**src/design/midi_note_sticky_channel_router_top_assert.svh**
```systemverilog
// Assertion macros shared by the router modules.
`ifndef MIDI_NOTE_STICKY_CHANNEL_ROUTER_TOP_ASSERT_SVH
`define MIDI_NOTE_STICKY_CHANNEL_ROUTER_TOP_ASSERT_SVH

// Condition that must hold at every clock edge outside reset.
`define MNSCR_ASSERT(label, cond) \
  label: assert property (@(posedge clk) disable iff (rst) (cond)) \
    else $error("router assertion failed");

// Same-cycle implication.
`define MNSCR_ASSERT_IMPLY(label, ante, cons) \
  label: assert property (@(posedge clk) disable iff (rst) (ante) |-> (cons)) \
    else $error("router assertion failed");

// Next-cycle implication.
`define MNSCR_ASSERT_NEXT(label, ante, cons) \
  label: assert property (@(posedge clk) disable iff (rst) (ante) |=> (cons)) \
    else $error("router assertion failed");

`endif

```
**src/design/mnscr_pkg.sv**
```systemverilog
// Shared constants, codes and types of the MIDI sticky-channel router.
`timescale 1ns / 1ps

package mnscr_pkg;

  localparam int DEVICE_COUNT     = 4;
  localparam int OUTPUT_COUNT     = 16;
  localparam int PORT_W           = $clog2(OUTPUT_COUNT);
  localparam int NOTES_PER_DEVICE = 128;
  localparam int NOTE_MEM_DEPTH   = DEVICE_COUNT * NOTES_PER_DEVICE;
  localparam int NOTE_ADDR_W      = $clog2(NOTE_MEM_DEPTH);
  localparam int QUEUE_DEPTH      = 4;
  localparam int QUEUE_PTR_W      = $clog2(QUEUE_DEPTH);

  // High nibbles of the status byte that matter to routing.
  localparam logic [3:0] HI_NOTE_OFF = 4'h8;
  localparam logic [3:0] HI_NOTE_ON  = 4'h9;
  localparam logic [3:0] HI_SYSTEM   = 4'hF;

  localparam logic [63:0] EXTERNAL_MAP_RESET  = 64'hFEDC_BA98_7654_3210;
  localparam logic [63:0] SYNTH_MASK_A_RESET  = 64'h0008_0004_0002_0001;
  localparam logic [63:0] SYNTH_MASK_B_RESET  = 64'h0080_0040_0020_0010;
  localparam logic [63:0] SYNTH_MASK_C_RESET  = 64'h0800_0400_0200_0100;
  localparam logic [63:0] SYNTH_MASK_D_RESET  = 64'h8000_4000_2000_1000;
  localparam logic [3:0]  DEVICE_ENABLE_RESET = 4'hF;

  typedef enum logic [2:0] {
    REG_CURRENT_CHANNEL,
    REG_DESTINATION_MAP,
    REG_EXTERNAL_MAP,
    REG_SYNTH_MASK_A,
    REG_SYNTH_MASK_B,
    REG_SYNTH_MASK_C,
    REG_SYNTH_MASK_D,
    REG_DEVICE_ENABLE
  } reg_index_t;

  typedef enum logic [1:0] {
    MODE_SYNTH,
    MODE_SAMPLER,
    MODE_EXTERNAL,
    MODE_NONE
  } mode_t;

  typedef struct packed {
    logic [PORT_W-1:0] current_channel;
    logic [31:0]       destination_map;
    logic [63:0]       external_map;
    logic [3:0][63:0]  synth_mask;
    logic [3:0]        device_enable;
  } cfg_t;

  // A routed message waiting to be expanded into results.
  typedef struct packed {
    logic [PORT_W-1:0] port;
    logic [7:0]        status;
    logic [7:0]        data_one;
    logic [7:0]        data_two;
    logic [1:0]        byte_count;
    logic [11:0]       frame_offset;
  } job_t;

endpackage

```
**src/design/mnscr_if.sv**
```systemverilog
// Valid/ready channel interfaces for incoming messages and routed results.
`timescale 1ns / 1ps

interface mnscr_in_if;
  logic        valid;
  logic        ready;
  logic [1:0]  device;
  logic [7:0]  status;
  logic [7:0]  data_one;
  logic [7:0]  data_two;
  logic [1:0]  byte_count;
  logic [11:0] frame_offset;

  modport source (output valid, device, status, data_one, data_two, byte_count,
                  frame_offset, input ready);
  modport sink (input valid, device, status, data_one, data_two, byte_count,
                frame_offset, output ready);
endinterface

interface mnscr_out_if;
  logic        valid;
  logic        ready;
  logic [3:0]  out_port;
  logic [7:0]  out_status;
  logic [7:0]  out_data_one;
  logic [7:0]  out_data_two;
  logic [1:0]  out_byte_count;
  logic [11:0] out_frame_offset;
  logic        last;

  modport source (output valid, out_port, out_status, out_data_one, out_data_two,
                  out_byte_count, out_frame_offset, last, input ready);
  modport sink (input valid, out_port, out_status, out_data_one, out_data_two,
                out_byte_count, out_frame_offset, last, output ready);
endinterface

```
**src/design/mnscr_front.sv**
```systemverilog
// Front end: accepts messages, filters them and resolves the sticky note output.
`timescale 1ns / 1ps
`include "midi_note_sticky_channel_router_top_assert.svh"

module mnscr_front (
  input  logic              clk,
  input  logic              rst,
  input  mnscr_pkg::cfg_t   cfg,
  mnscr_in_if.sink          midi_in,
  output logic              job_valid,
  input  logic              job_ready,
  output mnscr_pkg::job_t   job
);
  import mnscr_pkg::*;

  typedef enum logic [1:0] {S_CLEAR, S_IDLE, S_READ, S_PUSH} state_t;

  typedef struct packed {
    logic              held;
    logic [PORT_W-1:0] port;
  } note_entry_t;

  state_t                 state;
  logic [NOTE_ADDR_W-1:0] clear_addr;
  logic [NOTE_ADDR_W-1:0] item_addr;
  logic                   is_on;
  logic                   note_job;

  note_entry_t            note_mem [NOTE_MEM_DEPTH];
  note_entry_t            rd_entry;
  note_entry_t            wr_entry;
  logic                   wr_en;
  logic [NOTE_ADDR_W-1:0] wr_addr;
  logic [NOTE_ADDR_W-1:0] in_addr;

  logic                   in_accept;
  logic                   dev_on;
  logic                   is_system;
  logic                   is_note;
  logic [PORT_W-1:0]      resolved_port;

  assign midi_in.ready = (state == S_IDLE);
  assign in_accept     = midi_in.valid && midi_in.ready;
  assign job_valid     = (state == S_PUSH);

  // Only the low seven bits of the note number select the note state.
  assign in_addr   = NOTE_ADDR_W'({midi_in.device, midi_in.data_one[6:0]});
  assign dev_on    = (32'(midi_in.device) < DEVICE_COUNT) &&
                     cfg.device_enable[midi_in.device];
  assign is_system = (midi_in.status[7:4] == HI_SYSTEM);
  assign is_note   = (midi_in.status[7:4] == HI_NOTE_OFF) ||
                     (midi_in.status[7:4] == HI_NOTE_ON);

  // A note-on for a note that is not held takes the current channel captured at
  // acceptance; everything else keeps the recorded output.
  assign resolved_port = (is_on && !rd_entry.held) ? job.port : rd_entry.port;

  always_comb begin
    wr_en    = 1'b0;
    wr_addr  = item_addr;
    wr_entry = '{held: is_on, port: resolved_port};
    if (state == S_CLEAR) begin
      wr_en    = 1'b1;
      wr_addr  = clear_addr;
      wr_entry = '0;
    end else if (state == S_READ) begin
      wr_en = 1'b1;
    end
  end

  always_ff @(posedge clk) begin
    if (wr_en) begin
      note_mem[wr_addr] <= wr_entry;
    end
    rd_entry <= note_mem[in_addr];
  end

  always_ff @(posedge clk) begin
    if (rst) begin
      state      <= S_CLEAR;
      clear_addr <= '0;
    end else begin
      unique case (state)
        S_CLEAR: begin
          clear_addr <= clear_addr + 1'b1;
          if (clear_addr == NOTE_ADDR_W'(NOTE_MEM_DEPTH - 1)) begin
            state <= S_IDLE;
          end
        end
        S_IDLE: begin
          if (in_accept) begin
            job.port         <= cfg.current_channel;
            job.status       <= midi_in.status;
            job.data_one     <= midi_in.data_one;
            job.data_two     <= midi_in.data_two;
            job.byte_count   <= midi_in.byte_count;
            job.frame_offset <= midi_in.frame_offset;
            item_addr        <= in_addr;
            is_on            <= (midi_in.status[7:4] == HI_NOTE_ON);
            note_job         <= is_note;
            if (dev_on && !is_system) begin
              state <= is_note ? S_READ : S_PUSH;
            end
          end
        end
        S_READ: begin
          job.port        <= resolved_port;
          job.status[3:0] <= resolved_port;
          state           <= S_PUSH;
        end
        S_PUSH: begin
          if (job_ready) begin
            state <= S_IDLE;
          end
        end
        default: state <= S_IDLE;
      endcase
    end
  end

  `MNSCR_ASSERT_IMPLY(a_note_status_port, job_valid && note_job, job.status[3:0] == job.port)

endmodule

```
**src/design/mnscr_queue.sv**
```systemverilog
// Short FIFO of routed messages between the front and back ends.
`timescale 1ns / 1ps
`include "midi_note_sticky_channel_router_top_assert.svh"

module mnscr_queue (
  input  logic            clk,
  input  logic            rst,
  input  logic            push_valid,
  output logic            push_ready,
  input  mnscr_pkg::job_t push_data,
  output logic            pop_valid,
  input  logic            pop_ready,
  output mnscr_pkg::job_t pop_data
);
  import mnscr_pkg::*;

  job_t                 slots [QUEUE_DEPTH];
  logic [QUEUE_PTR_W-1:0] wr_ptr;
  logic [QUEUE_PTR_W-1:0] rd_ptr;
  logic [QUEUE_PTR_W:0]   count;
  logic                   push_fire;
  logic                   pop_fire;

  assign push_ready = (count != (QUEUE_PTR_W + 1)'(QUEUE_DEPTH));
  assign pop_valid  = (count != '0);
  assign push_fire  = push_valid && push_ready;
  assign pop_fire   = pop_valid && pop_ready;
  assign pop_data   = slots[rd_ptr];

  always_ff @(posedge clk) begin
    if (push_fire) begin
      slots[wr_ptr] <= push_data;
    end
  end

  always_ff @(posedge clk) begin
    if (rst) begin
      wr_ptr <= '0;
      rd_ptr <= '0;
      count  <= '0;
    end else begin
      if (push_fire) begin
        wr_ptr <= wr_ptr + 1'b1;
      end
      if (pop_fire) begin
        rd_ptr <= rd_ptr + 1'b1;
      end
      if (push_fire && !pop_fire) begin
        count <= count + 1'b1;
      end else if (pop_fire && !push_fire) begin
        count <= count - 1'b1;
      end
    end
  end

  `MNSCR_ASSERT(a_count_bound, count <= (QUEUE_PTR_W + 1)'(QUEUE_DEPTH))
  `MNSCR_ASSERT(a_ptr_count, QUEUE_PTR_W'(wr_ptr - rd_ptr) == count[QUEUE_PTR_W-1:0])

endmodule

```
**src/design/mnscr_back.sv**
```systemverilog
// Back end: expands each routed message into results by destination mode.
`timescale 1ns / 1ps
`include "midi_note_sticky_channel_router_top_assert.svh"

module mnscr_back (
  input  logic            clk,
  input  logic            rst,
  input  mnscr_pkg::cfg_t cfg,
  input  logic            pop_valid,
  output logic            pop_ready,
  input  mnscr_pkg::job_t job,
  mnscr_out_if.source     route_out
);
  import mnscr_pkg::*;

  function automatic logic [3:0] lowest_set(input logic [15:0] v);
    logic [3:0] idx;
    idx = '0;
    for (int i = 15; i >= 0; i--) begin
      if (v[i]) begin
        idx = 4'(i);
      end
    end
    return idx;
  endfunction

  job_t        cur;
  logic        active;
  logic [15:0] rem;
  logic        repl;

  logic        pop_fire;
  logic        slot_free;
  logic        emit;
  logic [15:0] rem_next;
  logic [3:0]  ch;
  mode_t       mode;
  logic [15:0] synth_mask;
  logic [3:0]  ext_ch;

  assign pop_ready = !active;
  assign pop_fire  = pop_valid && pop_ready;
  assign slot_free = !route_out.valid || route_out.ready;
  assign emit      = active && (rem != '0) && slot_free;
  assign rem_next  = rem & (rem - 1'b1);
  assign ch        = lowest_set(rem);

  assign mode       = mode_t'(cfg.destination_map[{job.port, 1'b0} +: 2]);
  assign synth_mask = cfg.synth_mask[job.port[3:2]][{job.port[1:0], 4'b0000} +: 16];
  assign ext_ch     = cfg.external_map[{job.port, 2'b00} +: 4];

  always_ff @(posedge clk) begin
    if (rst) begin
      active          <= 1'b0;
      route_out.valid <= 1'b0;
    end else begin
      if (pop_fire) begin
        cur    <= job;
        active <= 1'b1;
        // Sampler and external modes become a one-channel mask so a single
        // emit path serves every mode.
        unique case (mode)
          MODE_SYNTH: begin
            rem  <= synth_mask;
            repl <= 1'b1;
          end
          MODE_SAMPLER: begin
            rem  <= 16'h0001;
            repl <= 1'b0;
          end
          MODE_EXTERNAL: begin
            rem  <= 16'h0001 << ext_ch;
            repl <= 1'b1;
          end
          MODE_NONE: begin
            rem  <= '0;
            repl <= 1'b0;
          end
          default: rem <= '0;
        endcase
      end else if (emit) begin
        rem <= rem_next;
        if (rem_next == '0) begin
          active <= 1'b0;
        end
      end else if (active && (rem == '0)) begin
        active <= 1'b0;
      end

      if (emit) begin
        route_out.valid            <= 1'b1;
        route_out.out_port         <= cur.port;
        route_out.out_status       <= repl ? {cur.status[7:4], ch} : cur.status;
        route_out.out_data_one     <= cur.data_one;
        route_out.out_data_two     <= cur.data_two;
        route_out.out_byte_count   <= cur.byte_count;
        route_out.out_frame_offset <= cur.frame_offset;
        route_out.last             <= (rem_next == '0);
      end else if (route_out.ready) begin
        route_out.valid <= 1'b0;
      end
    end
  end

  `MNSCR_ASSERT_NEXT(a_last_ends_job, emit && (rem_next == '0), !active)
  `MNSCR_ASSERT_IMPLY(a_pending_keeps_job, route_out.valid && !route_out.last, active)

endmodule

```
**src/design/midi_note_sticky_channel_router_top.sv**
```systemverilog
// MIDI sticky-channel router top level: configuration registers, front, queue, back.
// Path: a note message passes the front's read state before its push state, any other goes
// straight to the push state; the queue holds it and the back end registers its results,
// one result per cycle while the result side is ready (up to 16 for an item, possibly none).
// The front takes a new item only after pushing the last; the back, one item at a time.
// Reset: synchronous; a clearing pass then sweeps all 512 entries of the note memory.
`timescale 1ns / 1ps

module midi_note_sticky_channel_router_top (
  input  logic                  clk,
  input  logic                  rst,
  mnscr_in_if.sink              midi_in,
  mnscr_out_if.source           route_out,
  input  logic                  write_enable,
  input  mnscr_pkg::reg_index_t write_index,
  input  logic [63:0]           write_data
);
  import mnscr_pkg::*;

  cfg_t cfg;
  logic front_valid;
  logic front_ready;
  job_t front_job;
  logic back_valid;
  logic back_ready;
  job_t back_job;

  always_ff @(posedge clk) begin
    if (rst) begin
      cfg.current_channel <= '0;
      cfg.destination_map <= '0;
      cfg.external_map    <= EXTERNAL_MAP_RESET;
      cfg.synth_mask[0]   <= SYNTH_MASK_A_RESET;
      cfg.synth_mask[1]   <= SYNTH_MASK_B_RESET;
      cfg.synth_mask[2]   <= SYNTH_MASK_C_RESET;
      cfg.synth_mask[3]   <= SYNTH_MASK_D_RESET;
      cfg.device_enable   <= DEVICE_ENABLE_RESET;
    end else if (write_enable) begin
      unique case (write_index)
        REG_CURRENT_CHANNEL: cfg.current_channel <= write_data[PORT_W-1:0];
        REG_DESTINATION_MAP: cfg.destination_map <= write_data[31:0];
        REG_EXTERNAL_MAP:    cfg.external_map    <= write_data;
        REG_SYNTH_MASK_A:    cfg.synth_mask[0]   <= write_data;
        REG_SYNTH_MASK_B:    cfg.synth_mask[1]   <= write_data;
        REG_SYNTH_MASK_C:    cfg.synth_mask[2]   <= write_data;
        REG_SYNTH_MASK_D:    cfg.synth_mask[3]   <= write_data;
        REG_DEVICE_ENABLE:   cfg.device_enable   <= write_data[3:0];
        default: ;
      endcase
    end
  end

  mnscr_front u_front (
    .clk       (clk),
    .rst       (rst),
    .cfg       (cfg),
    .midi_in   (midi_in),
    .job_valid (front_valid),
    .job_ready (front_ready),
    .job       (front_job)
  );

  mnscr_queue u_queue (
    .clk        (clk),
    .rst        (rst),
    .push_valid (front_valid),
    .push_ready (front_ready),
    .push_data  (front_job),
    .pop_valid  (back_valid),
    .pop_ready  (back_ready),
    .pop_data   (back_job)
  );

  mnscr_back u_back (
    .clk       (clk),
    .rst       (rst),
    .cfg       (cfg),
    .pop_valid (back_valid),
    .pop_ready (back_ready),
    .job       (back_job),
    .route_out (route_out)
  );

endmodule

```
**src/flat_wrapper.sv**
```systemverilog
// flat-port wrapper written by rule: the top's interface ports become plain ports
module midi_note_sticky_channel_router_top_flat import mnscr_pkg::*;
  (clk, rst, write_enable, write_index, write_data, midi_in_valid, midi_in_device, midi_in_status, midi_in_data_one, midi_in_data_two, midi_in_byte_count, midi_in_frame_offset, midi_in_ready, route_out_valid, route_out_out_port, route_out_out_status, route_out_out_data_one, route_out_out_data_two, route_out_out_byte_count, route_out_out_frame_offset, route_out_last, route_out_ready);
  mnscr_in_if midi_in_i ();
  mnscr_out_if route_out_i ();
  input  logic clk;
  input  logic rst;
  input  logic write_enable;
  input  mnscr_pkg::reg_index_t write_index;
  input  logic [63:0] write_data;
  input wire logic [$bits(midi_in_i.valid)-1:0] midi_in_valid;
  input wire logic [$bits(midi_in_i.device)-1:0] midi_in_device;
  input wire logic [$bits(midi_in_i.status)-1:0] midi_in_status;
  input wire logic [$bits(midi_in_i.data_one)-1:0] midi_in_data_one;
  input wire logic [$bits(midi_in_i.data_two)-1:0] midi_in_data_two;
  input wire logic [$bits(midi_in_i.byte_count)-1:0] midi_in_byte_count;
  input wire logic [$bits(midi_in_i.frame_offset)-1:0] midi_in_frame_offset;
  output wire logic [$bits(midi_in_i.ready)-1:0] midi_in_ready;
  output wire logic [$bits(route_out_i.valid)-1:0] route_out_valid;
  output wire logic [$bits(route_out_i.out_port)-1:0] route_out_out_port;
  output wire logic [$bits(route_out_i.out_status)-1:0] route_out_out_status;
  output wire logic [$bits(route_out_i.out_data_one)-1:0] route_out_out_data_one;
  output wire logic [$bits(route_out_i.out_data_two)-1:0] route_out_out_data_two;
  output wire logic [$bits(route_out_i.out_byte_count)-1:0] route_out_out_byte_count;
  output wire logic [$bits(route_out_i.out_frame_offset)-1:0] route_out_out_frame_offset;
  output wire logic [$bits(route_out_i.last)-1:0] route_out_last;
  input wire logic [$bits(route_out_i.ready)-1:0] route_out_ready;
  assign midi_in_i.valid = midi_in_valid;
  assign midi_in_i.device = midi_in_device;
  assign midi_in_i.status = midi_in_status;
  assign midi_in_i.data_one = midi_in_data_one;
  assign midi_in_i.data_two = midi_in_data_two;
  assign midi_in_i.byte_count = midi_in_byte_count;
  assign midi_in_i.frame_offset = midi_in_frame_offset;
  assign midi_in_ready = midi_in_i.ready;
  assign route_out_valid = route_out_i.valid;
  assign route_out_out_port = route_out_i.out_port;
  assign route_out_out_status = route_out_i.out_status;
  assign route_out_out_data_one = route_out_i.out_data_one;
  assign route_out_out_data_two = route_out_i.out_data_two;
  assign route_out_out_byte_count = route_out_i.out_byte_count;
  assign route_out_out_frame_offset = route_out_i.out_frame_offset;
  assign route_out_last = route_out_i.last;
  assign route_out_i.ready = route_out_ready;
  midi_note_sticky_channel_router_top u_core (.clk(clk), .rst(rst), .midi_in(midi_in_i), .route_out(route_out_i), .write_enable(write_enable), .write_index(write_index), .write_data(write_data));
endmodule
```
**config.mk**
```make
export PLATFORM = sky130hd
export DESIGN_NAME = midi_note_sticky_channel_router_top_flat
export DESIGN_NICKNAME = d
export VERILOG_FILES = /design/src/design/mnscr_pkg.sv /design/src/design/mnscr_if.sv /design/src/design/mnscr_front.sv /design/src/design/mnscr_queue.sv /design/src/design/mnscr_back.sv /design/src/design/midi_note_sticky_channel_router_top.sv /design/src/flat_wrapper.sv
export VERILOG_INCLUDE_DIRS = /design/src /design/src/design
export SDC_FILE = /design/constraint.sdc
export NUM_CORES = 2
export LEC_CHECK = 0
export ABC_AREA = 0
export BUFFER_PORTS_ARGS = -buffer_cell sky130_fd_sc_hd__buf_2
export CELL_PAD_IN_SITES_DETAIL_PLACEMENT = 0
export CELL_PAD_IN_SITES_GLOBAL_PLACEMENT = 1
export CORE_MARGIN = 1
export CORE_UTILIZATION = 40
export CTS_BUF_LIST = sky130_fd_sc_hd__clkbuf_8
export DETAILED_ROUTE_END_ITERATION = 10
export PLACE_DENSITY_LB_ADDON = 0.1
export REMOVE_ABC_BUFFERS = 1
export SYNTH_ARGS = -nofsm -noshare
export SYNTH_HDL_FRONTEND = slang
export SYNTH_SLANG_ARGS = --single-unit
```
**constraint.sdc**
```tcl
create_clock -name clk -period 26.9 [get_ports clk]
set_input_delay 5.38 -clock clk [delete_from_list [all_inputs] [get_ports clk]]
set_output_delay 5.38 -clock clk [all_outputs]
set_load 0.01 [all_outputs]
```
# Yosys cells after proc, flatten, opt, wreduce, memory -nomap -nowiden
# Memories as Yosys holds them, arrays and structs flattened. A register that Yosys moved wholly into a read port is not among the register bits.
# Index checks and enable logic that the tools add are counted.
[totals]
elab_cells = 178
memories = 2
regBits = 534
mem_bits_rw = 2728
[memory_table]
columns = ["memory", "depth", "word_bits", "rd", "rd_ports_with_merged_regs", "wr", "line_no", "source"]
rows = [
  ["u_core.u_front.note_mem", 512, 5, 1, 1, 1, "mnscr_front.sv:29", "note_entry_t note_mem [NOTE_MEM_DEPTH];"],
  ["u_core.u_queue.slots", 4, 42, 1, 1, 1, "mnscr_queue.sv:17", "job_t slots [QUEUE_DEPTH];"],
]
[classes]
n_eq_ne = 23
shift = 4
addsub = 6
bitwise_logic = 2
mux = 53
n_reduce_logical = 47
n_lt_le_gt_ge = 2
[ops]
columns = ["cell", "n"]
rows = [
  ["$bmux 64 s2", 1],
  ["$mux 4", 18],
  ["$mux 64", 1],
  ["$pmux 16 s4", 1],
  ["$shiftx 64x7->16", 1],
  ["$shiftx 64x7->4", 1],
  ["$mux 42", 1],
  ["$logic_not 16->1", 2],
  ["$mux 16", 2],
  ["$shiftx 32x6->2", 1],
  ["$reduce_and 2->1", 12],
  ["$and 16x16->16", 1],
  ["$pmux 4 s2", 2],
  ["$reduce_bool 16->1", 1],
  ["$shl 1x4->16 const A", 1],
  ["$sub 16x1->16 const B", 1],
  ["$mux 1", 14],
  ["$eq 3x3->1 const B", 4],
  ["$eq 4x4->1 const B", 3],
  ["$mux 2", 6],
  ["$logic_and 1x1->1", 10],
  ["$add 9x1->9 const B", 1],
  ["$eq 9x9->1 const B", 1],
  ["$mux 9", 1],
  ["26 further kinds", 50],
]

# Logic depth before layout (Yosys ltp)
[logic_depth]
word_depth = 17
mapped_depth = 14
ltp_nobuf = 10

# Modules after synthesis
# From an unflattened synthesis, not the netlist that was laid out.
[hier_totals]
cells_unflattened = 7617
hier_area_um2 = 131761.4
[by_module_without_submodules]
columns = ["mod", "area_each_um2", "n_inst", "seq_area_each_um2", "cells_each"]
rows = [
  ["mnscr_front", 104381.4, 1, 78545.3, 5652],
  ["midi_note_sticky_channel_router_top", 14322.5, 1, 7206.9, 1299],
  ["mnscr_queue", 6578.8, 1, 5225.0, 268],
  ["mnscr_back", 6478.7, 1, 3103.0, 398],
]

# Worst setup path before layout
# OpenSTA, ideal clock, no wires.
[synth_path]
path_type = "register to register"
start = "register u_core.u_front.state[0]"
end = "memory u_core.u_front.note_mem[0][4] (netlist name), data pin"
setup_slack_ps = 10695
period_less_slack_ps = 16205
setup_time_ps = 2719
stages_incl_launch_ff = 6
path_buffers = 2
required_ps = 24181
t_arrival_ps = 13486
path_cell_list = "dfxtp_1 inv_1 ha_1 clkbuf_1 buf_1 nor2b_1"
[synth_rtl]
columns = ["element", "line_no", "source"]
rows = [
  ["start: declaration", "mnscr_front.sv:23", "state_t state;"],
  ["start signal: assignment", "mnscr_front.sv:102", "state <= is_note ? S_READ : S_PUSH;"],
  ["end: declaration", "mnscr_front.sv:29", ""],
]

==> summary.txt <==
Final layout
  – Nets: 7680
  – Synth-to-layout area growth: 12.2%
  – Multi-input logic area: 0.0317 sq mm
  – Most frequent cells in the layout: edfxtp_1, nand2_1, mux4_2
  – Commonest non-fill, non-tap cell in the layout: edfxtp_1
  – Post-route cell area: 0.143 sq mm
  – FILL cells: 27600
  – Layout cell share with drive strength beyond 1: 0.238
  – Reg area: 0.0941 sq mm

Synthesis
  – Post-synth ARST share: 0
  – Sequential cell area fraction in the yosys report: 0.737
  – Synth Flop Type: edfxtp_1
  – Netlist cell types: 81
  – Post-synth EDFFs: 2875
  – Mean Syn Cell Area: 17.8 sq um
  – Cell count after synthesis: 7181
  – #FFs+latches synth: 3262
  – Syn. warnings: 0
  – Post-Syn Area: 0.128 sq mm

Placement
  – GPL Wtd Cong: 0.784
  – DP HPWL: 204000 um
  – Dpl cell area: 0.133 sq mm
  – I/O Buffers: 156

Critical path
  – Buf/Inv on CP: 7
  – CP Launch Type: primary input
  – CP Class: primary input to flip-flop
  – CP max FO: 81
  – CP Capture Type: flip-flop
  – Worst path max stage delay: 0.76 ns
  – Slowest CP cell: buf_4
  – Worst endpoint data arrival time: 11.77 ns
  – Most frequent CP cell: buf_4
  – Crit-path leading delay family: buffers and inverters
  – Critical path cell sequence: buf_8, buf_12, buf_4, buf_4, buf_4, buf_4, mux4_2, o22a_1, o21ai_0, a221oi_1, a211oi_1, buf_4, nand3_1, and3_1
  – Worst EP required: 27.91 ns

Drt
  – DRT iter0 DRCs: 6060
  – WL per Instance: 28.7 um
  – Routed vias: 67700
  – Post-route ant nets: 0
  – Final wirelength: 350000 um
  – Residual DRC count: 0
  – Via density: 5.55
  – Router iterations before antenna repair: 5

STA
  – Worst slew pin tran: 1.31 ns
  – Period utilisation layout: 0.400
  – RSZ-0062 raised after global routing: no
  – Slew Viols, Final: 0
  – Fin. Hold Viols: 0
  – Setup Viol. Count Final: 0
  – Setup TNS: 0 ns
  – Slew HR: 0.125
  – Setup Skew: 0.0427 ns
  – Top achievable clock speed: 93.0 MHz
  – Fin crit period: 10.76 ns

GRT
  – Vias in the first global route: 70400
  – Total grt overflow: 0
  – First-pass GRT wire length: 505000 um
  – Initial antenna violation count: 25
  – Pin count of the biggest net entering global routing: 233
  – Total Routing Usage GR: 0.215

Pwr
  – Cell Pwr Density: 72.6 mW/mm^2
  – Peak supply drop: 0.0478 mV
  – Leakage power: 39.2 nW

Clock tree
  – CTS clk-pin slew, worst paths: 0.06 ns
  – CTS tree: yes
  – Post-CTS setup repair buffer count: 0
  – Clk root buf: clkbuf_8
  – # hold bufs at CTS: 0
  – Total CTS buffers: 561
  – CTS H-tree depth: 6
  – CTS Sinks: 3262
  – Clk_lat worst skew: 1.15 ns
  – # resized after CTS: 0
  – Clock Tree Buf Depth: 4

Floorplanning
  – Die Footprint: 0.321 sq mm
  – Vert. Die Dim: 567 um
  – IO Pins: 157
  – Core outline area: 0.318 sq mm
  – Die Wd: 567 um
  – Placement Rows: 207
  – Initial Util: 0.402

Job
  – Max-cap violation count: 0

Min path
  – Min-Delay Path Class: flip-flop to flip-flop

Run status
  – Outcome: complete, no violations
-- report_power, final --
part	internal (mW)	total [mW]	switching [mW]
clock	2.09	4.13	2.04
combinational	0.234	0.691	0.457
sequential	5.53	5.57	0.0460
total	7.86	10.4	2.54
-- through the flow --
stage               cells  utilization  hold slack, ns  total power, mW  setup slack, ns
finish              12200        0.451           0.403             10.4            16.14
global route        12200        0.451           0.405             10.8            15.65
CTS                 12200        0.451           0.402             10.5            16.04
detailed placement  11200        0.419           0.406             6.38            14.80
global placement    11200        0.419           0.403             6.38            14.80
floorplan            6706            -           0.400             6.03            10.82
-- worst register-to-register path, stage by stage (launching register included) --
cell,delay (ns)
dfxtp_1,0.65
nand2b_1,0.33
mux2i_1,0.19
nor2_4,0.81
buf_4,0.74
buf_4,0.94
buf_4,0.85
buf_4,0.86
-- Yosys cell counts, types with 37 or more instances --
cell      number  area (sq um)
clkbuf_1     319          1200
edfxtp_1    2875         86300
o221ai_1      76           666
a22oi_1       37           278
mux2_2        87           980
o21ai_0       92           460
dfxtp_1      387          7750
buf_2         88           440
nand3b_1      51           383
mux2i_1      140          1400
o22a_1        53           464
a21oi_1      348          1740
a221oi_1      49           429
mux4_2       752         16900
nor2_1       605          2270
nand2_1      847          3180
-- metal layers --
metal  up-vias  global-route usage  share of wire
met1     35700               0.295           0.43
met4         8              0.0519          0.021
met3       535              0.0371          0.057
met5         -                   0        0.00017
met2      2130               0.359           0.49
li1      29300                   -              -
-- path summary, 6_finish.rpt --
kind | endpoint | slack [ns] | start | cells past startpoint
max | u_core.u_front.rd_entry[2] | 16.14 | midi_in_data_one[0] | 14
min | u_core.u_back.route_out.out_data_one[6] | 0.40 | u_core.u_back.cur[28] | 0
max reg2reg | u_core.u_front.note_mem[70][3] | 21.10 | u_core.u_front.rd_entry[4] | 7
min reg2reg | u_core.u_back.route_out.out_data_one[6] | 0.40 | u_core.u_back.cur[28] | 0
-- cell families (layout without fill, tap and decap cells) --
group / count (synthesis) / in the layout / share of synthesized area
DFF: 3262 / 3262 / 0.737
and+or+nand+nor: 1638 / 1638 / 0.0524
muxes: 980 / 980 / 0.152
AOI/OAI and AO/OA: 775 / 775 / 0.0393
buffers and inverters: 504 / 1313 / 0.0174
adders and majority gates: 12 / 12 / 0.00124
xor gates and xnor gates: 10 / 10 / 0.000686
other: 0 / 14 / 0
-- registers in the layout, indices dropped and copies added, names as in the netlist, 9 cells and up, named ones only --
name	cells
u_core.cfg	360
u_core.u_back.cur	42
u_core.u_back.rem	16
u_core.u_back.route_out.out_frame_offset	12
u_core.u_front.clear_addr	9
u_core.u_front.job	42
u_core.u_front.note_mem	2560
u_core.u_queue.slots	168
-- cell type report --
cell class / instances / area share
Tap cell: 4180 / 0.0365
Clock inverter: 407 / 0.0141
Clock buffer: 590 / 0.0567
Multi-Input combinational cell: 3415 / 0.221
Timing Repair Buffer: 287 / 0.0134
Sequential cell: 3262 / 0.657
Antenna cell: 14 / 0.000245
Inverter: 29 / 0.000813
No activity file was read; power rests on OpenSTA's default activity.
